**src/rtl/stim_pkg.sv**
```systemverilog
// Package for the sorted table: payload structs, operation and status codes, control types.
package stim_pkg;

	localparam int OUT_KEY_W = 64;
	localparam int QTY_W     = 32;
	localparam int POS_OUT_W = 6;
	localparam int CNT_OUT_W = 7;
	localparam int MAX_IDX_W = 10;

	localparam logic [1:0] OP_CLEAR  = 2'd0;
	localparam logic [1:0] OP_LOAD   = 2'd1;
	localparam logic [1:0] OP_INSERT = 2'd2;
	localparam logic [1:0] OP_READ   = 2'd3;

	localparam logic [1:0] STATUS_STORED = 2'd0;
	localparam logic [1:0] STATUS_MERGED = 2'd1;
	localparam logic [1:0] STATUS_FULL   = 2'd2;
	localparam logic [1:0] STATUS_RANGE  = 2'd3;

	typedef struct packed {
		logic [1:0]              operation;
		logic [OUT_KEY_W-1:0]    item_key;
		logic signed [QTY_W-1:0] item_quantity;
		logic [5:0]              read_index;
	} stim_in_t;

	typedef struct packed {
		logic [OUT_KEY_W-1:0]    entry_key;
		logic signed [QTY_W-1:0] entry_quantity;
		logic [POS_OUT_W-1:0]    entry_position;
		logic [CNT_OUT_W-1:0]    entry_count;
		logic [1:0]              status;
	} stim_out_t;

	typedef enum logic [1:0] {
		CELL_HOLD,
		CELL_CMP,
		CELL_WRITE,
		CELL_SHIFT
	} cell_op_t;

	typedef struct packed {
		cell_op_t               op;
		logic [MAX_IDX_W-1:0]   pos;
	} cell_cmd_t;

	typedef enum logic [2:0] {
		ST_IDLE,
		ST_DISPATCH,
		ST_SEARCH,
		ST_FETCH,
		ST_GATHER,
		ST_FINISH
	} stim_state_t;

endpackage

```
**src/rtl/stim_cell.sv**
```systemverilog
// One table cell: holds an entry, compares it with the broadcast key and shifts from its left neighbour.
module stim_cell #(
	parameter int KEY_BITS = 64,
	parameter int INDEX    = 0
) (
	input  logic                               clk,
	input  stim_pkg::cell_cmd_t                cmd,
	input  logic [KEY_BITS-1:0]                bcast_key,
	input  logic signed [stim_pkg::QTY_W-1:0]  bcast_qty,
	input  logic [KEY_BITS-1:0]                left_key,
	input  logic signed [stim_pkg::QTY_W-1:0]  left_qty,
	output logic [KEY_BITS-1:0]                key,
	output logic signed [stim_pkg::QTY_W-1:0]  qty,
	output logic                               lt,
	output logic                               eq
);
	import stim_pkg::*;

	logic [KEY_BITS-1:0]     key_q;
	logic signed [QTY_W-1:0] qty_q;
	logic                    lt_q;
	logic                    eq_q;
	logic                    at_pos;
	logic                    above_pos;

	assign at_pos    = (int'(cmd.pos) == INDEX);
	assign above_pos = (int'(cmd.pos) < INDEX);

	always_ff @(posedge clk) begin
		case (cmd.op)
			CELL_CMP: begin
				lt_q <= (key_q < bcast_key);
				eq_q <= (key_q == bcast_key);
			end
			CELL_WRITE: begin
				if (at_pos) begin
					key_q <= bcast_key;
					qty_q <= bcast_qty;
				end
			end
			CELL_SHIFT: begin
				if (at_pos) begin
					key_q <= bcast_key;
					qty_q <= bcast_qty;
				end else if (above_pos) begin
					key_q <= left_key;
					qty_q <= left_qty;
				end
			end
			default: begin
			end
		endcase
	end

	assign key = key_q;
	assign qty = qty_q;
	assign lt  = lt_q;
	assign eq  = eq_q;

endmodule

```
**config.mk**
```make
export PLATFORM = sky130hd
export DESIGN_NAME = stim_cell
export DESIGN_NICKNAME = d
export VERILOG_FILES = /design/src/rtl/stim_pkg.sv /design/src/rtl/stim_cell.sv
export SDC_FILE = /design/constraint.sdc
export NUM_CORES = 1
export LEC_CHECK = 0
export BUFFER_PORTS_ARGS = -buffer_cell sky130_fd_sc_hd__buf_4
export CAP_MARGIN = 10
export CORE_MARGIN = 4
export CORE_UTILIZATION = 38
export DETAILED_ROUTE_END_ITERATION = 8
export PLACE_DENSITY = 0.88
export SKIP_CTS_REPAIR_TIMING = 1
export SYNTH_ARGS = -nofsm -noshare
export SYNTH_HDL_FRONTEND = slang
export SYNTH_SLANG_ARGS = --single-unit
```
**constraint.sdc**
```tcl
create_clock -name clk -period 11.7 [get_ports clk]
set_input_delay 2.34 -clock clk [delete_from_list [all_inputs] [get_ports clk]]
set_output_delay 2.34 -clock clk [all_outputs]
set_load 0.05 [all_outputs]
```
# Yosys cells after proc, flatten, opt, wreduce, memory -nomap -nowiden
# Cells that the tools add are included.
# W data, S select, Z words.
# word_totals
input_bits,205
out_inout_bits,98
reg_bits,98
word_cells,12
# op_classes
order_cmp,1
reduce_logical,3
n_eq_ne,4
# op_table
operator,count
$eq A64 B64 Y1,1
$lt A64 B64 Y1,1
$logic_not A10 Y1,1
$eq A2 B2 Y1 const B,2
$eq A2 B1 Y1 const B,1
$reduce_and A2 Y1,1
$reduce_or A2 Y1,1

# Longest topological paths before layout
# depth
word_depth,3
ltp_mapped,8

# Worst setup path after synthesis
# Ideal clock, no wire load.
# synth_path
path_type,input to register
startpoint,input cmd[1] in the netlist's numbering
endpoint,"register key_q[0], in the netlist key[0] (enable)"
slack_ns,-0.840
required_time_ns,10.903
stages,3
arrival_time_ns,11.743
path_buffers,0
setup_ns,0.797
cell_sequence,nor4b_1 > nand2_1 > nor4_1
# synth_via
elab_chain_cells,2
# synth_lines
element,line,text
"start, declared",stim_cell.sv:7,"input stim_pkg::cell_cmd_t cmd,"
$logic_not A10 Y1,stim_cell.sv:26,assign at_pos = (int'(cmd.pos) == INDEX);
$reduce_and A2 Y1 (no line),--,
"end signal, assigned",stim_cell.sv:37,key_q <= bcast_key;
"end signal, assigned",stim_cell.sv:43,key_q <= bcast_key;
"end signal, assigned",stim_cell.sv:46,key_q <= left_key;
"end, declared",stim_cell.sv:19,logic [KEY_BITS-1:0] key_q;
# Every way passes these cells.
# A chain may end at the register's enable or synchronous reset.

# Final worst setup path
# layout_path
startpoint,input bcast_key[38]
endpoint,"register lt_q, in the netlist lt, data pin"
# layout_via
elab_chain_cells,1
# layout_lines
element,line,text
"start, declared",stim_cell.sv:8,"input logic [KEY_BITS-1:0] bcast_key,"
$lt A64 B64 Y1,stim_cell.sv:32,lt_q <= (key_q < bcast_key);
"end signal, assigned",stim_cell.sv:32,
"end, declared",stim_cell.sv:21,logic lt_q;
# Every way passes these cells.

==> impl_metrics.yaml <==
outcome:
  status: "finished clean"
power:
  p_leak_nw: 3.07
  powerDensity_nw_per_um2: 116
  ir_drop_mv: 0.140
clock_network:
  clk_pin_slew_ps: 70
  numCtsBuffers: 9
  cts.sinks: 98
  clock_latency_ps: 340
  cts_buffer_depth: 2
  htree_levels: 3
  cts_tree: "built"
  root_buffer: "clkbuf_16"
die:
  start_util_pct: 39.5
  die_w_um: 118
  io_pins: 303
  coreArea_um2: 11600
  die_h_um: 118
  core.rowCount: 39
  die_area_um2: 13900
synthesis:
  synthCells: 335
  synth_seq_area_share_pct: 64.2
  synth.avg_cell_area_um2: 13.7
  netlist_area_um2: 4590
  synth.distinct_cells: 28
  synth.area.top_cells: "edfxtp_1, ha_1, inv_1"
  synth_warnings: 0
  yosys.area.top_type_share_pct: 64.2
  async_flop_share_pct: 0
  synth_nets: 604
  synth_largest_area_cell: "edfxtp_1"
  yosys_register_bits: 98
  synth_edf_count: 98
  synth_ff_type: "edfxtp_1"
grt:
  grt_pass1_wl_um: 18800
  antenna_found_initial: 1
  track_usage_pct: 17.0
  grt-ovfl-total: 0
  grt_max_degree: 53
  grt_pass1_vias: 3757
cells_and_area:
  final_common_cell: "buf_4"
  drive_above_1_share_pct: 41.0
  nFillCells: 939
  area_delta_synth_final_pct: 45.5
  diodes: 0
  utilization_pct: 57.5
  nNetsFinal: 823
  mostFrequentLayoutCells: "buf_4, edfxtp_1, inv_1"
setup_path:
  start_kind: "input pin"
  worst_ep_arrival_time_ps: 4030
  timing.rr.end: "lt$_DFFE_PN_"
  endpoint_kind: "register"
  cp_top_family: "compound AO/OA/AOI/OAI gates"
  crit_slowest_cell: "nor4_1"
  crit_required_ps: 11790
  reg2reg_depth: 7
  timing.rr.start: "key[38]$_DFFE_PP_"
  worstSetupPathType: "in2reg"
  critPathMaxFanout: 3
  path_buf_inv: 2
  cp_slowest_stage_delay_ps: 490
  r2r_slack_ps: 9440
  worstPathCellList: "buf_4, inv_1, ha_1, nand4_1, nor4_1, a221oi_1, o21ai_0, a22oi_1, o211a_1"
timing:
  rsz0062_at_grt: "false"
  finalMaxSlewViolations: 0
  fin_tns_setup_ps: 0
  max_freq_ghz: 0.254
  maxSlewHeadroom_pct: 57.0
  fin_ws_ps: 7760
  finalSetupViolCount: 0
  tightest_slew_ps: 645
  period_needed_ps: 3940
  min_period_over_period_pct: 33.7
  skew_ps: 7.68
  hold_viol: 0
drt:
  ant_nets: 0
  drt_iter0_drc: 160
  via_per_inst: 4.87
  wire_per_inst_um: 16.6
  drc: 0
  wl_um: 11700
  dr.pass1.iters: 4
  vias: 3422
job:
  cap_violations: 0
place:
  pre_cts_ws_ps: 7380
  gp_congestion: 0.804
  dpl.hpwl_um: 9680
  io_buffer_count: 206
worst_hold_path:
  min_from: "key[2]$_DFFE_PP_"
  min_delay_worst_endpoint: "eq$_DFFE_PN_"
  hold_path_class: "reg2reg"
  hold_depth: 4
## where the power goes
part	switching, mW	total [mW]	internal (mW)
combinational	0.0271	0.0627	0.0356
sequential	0.000231	0.387	0.386
clock	0.134	0.326	0.192
total	0.162	0.775	0.614
## cells by family (layout without fill, tap and decap cells)
kind of cell,count (synthesis),in the layout,synth area share [%]
adder cells (fa/ha/maj),64,64,17.5
AND/OR/NAND/NOR,59,59,6.58
AO/OA/AOI/OAI,49,49,6.47
flip-flops,98,98,64.2
buffers and inverters,65,289,5.32
## cell usage after synthesis, types with 2 or more instances
library cell  number
nor2b_1            2
a211oi_1           3
a221oi_1           2
a21oi_1           24
a21o_1             3
edfxtp_1          98
ha_1              64
nand2_1           20
nor2_1            10
nand3_1            5
nor3_1             4
inv_1             65
nor4_1             3
o21ai_0           10
nand4_1            9
## cell type report
cell class                      count  area [um2]  area share (%)
Tap cell                          143         179            2.68
Timing Repair Buffer              208        1560            23.4
Sequential cell                    98        2940            44.1
Multi-Input combinational cell    172        1410            21.2
Inverter                           65         244            3.66
Clock buffer                        9         225            3.38
Clock inverter                      7         106            1.59
## layer usage
layer / vias up / global-route usage, % / part of all wire, %
met3: 12 / 8.02 / 11
met1: 1580 / 18.5 / 37
met5: - / 0 / 0.17
li1: 1662 / - / -
met4: 2 / 4.25 / 0.93
met2: 166 / 30.1 / 51
## worst register-to-register path, delay by kind of cell, from the launching register on
kind	cells	cell delay (ps)
adders and majority gates	1	340
DFF	1	420
and+or+nand+nor	2	610
AOI/OAI and AO/OA	4	640
## registers in the layout (all words and copies together), names as in the netlist
signal  cells
key        64
qty        32
lt          1
eq          1
## worst max-delay path by stage
stage                        startpoint          endpoint  slack [ps]  cells after the start
after floorplan                  cmd[1]  key[0]$_DFFE_PP_        3230                      3
after CTS                 bcast_key[38]      lt$_DFFE_PN_        7740                      9
after global placement    bcast_key[63]      lt$_DFFE_PN_        7380                      9
after detailed placement  bcast_key[38]      lt$_DFFE_PN_        7380                      9
after global routing      bcast_key[63]      lt$_DFFE_PN_        7640                      9
final                     bcast_key[38]      lt$_DFFE_PN_        7760                      9
## per-stage QoR
stage	total power [mW]	hold WS, ps	cell area, um2	instances
floorplan	0.419	1220	4590	335
global placement	0.454	988	6340	686
detailed placement	0.457	991	6340	686
CTS	0.786	1010	6670	702
global route	0.813	1040	6670	702
finish	0.775	1010	6670	702
Note: power is estimated with default switching activity, not from simulation.
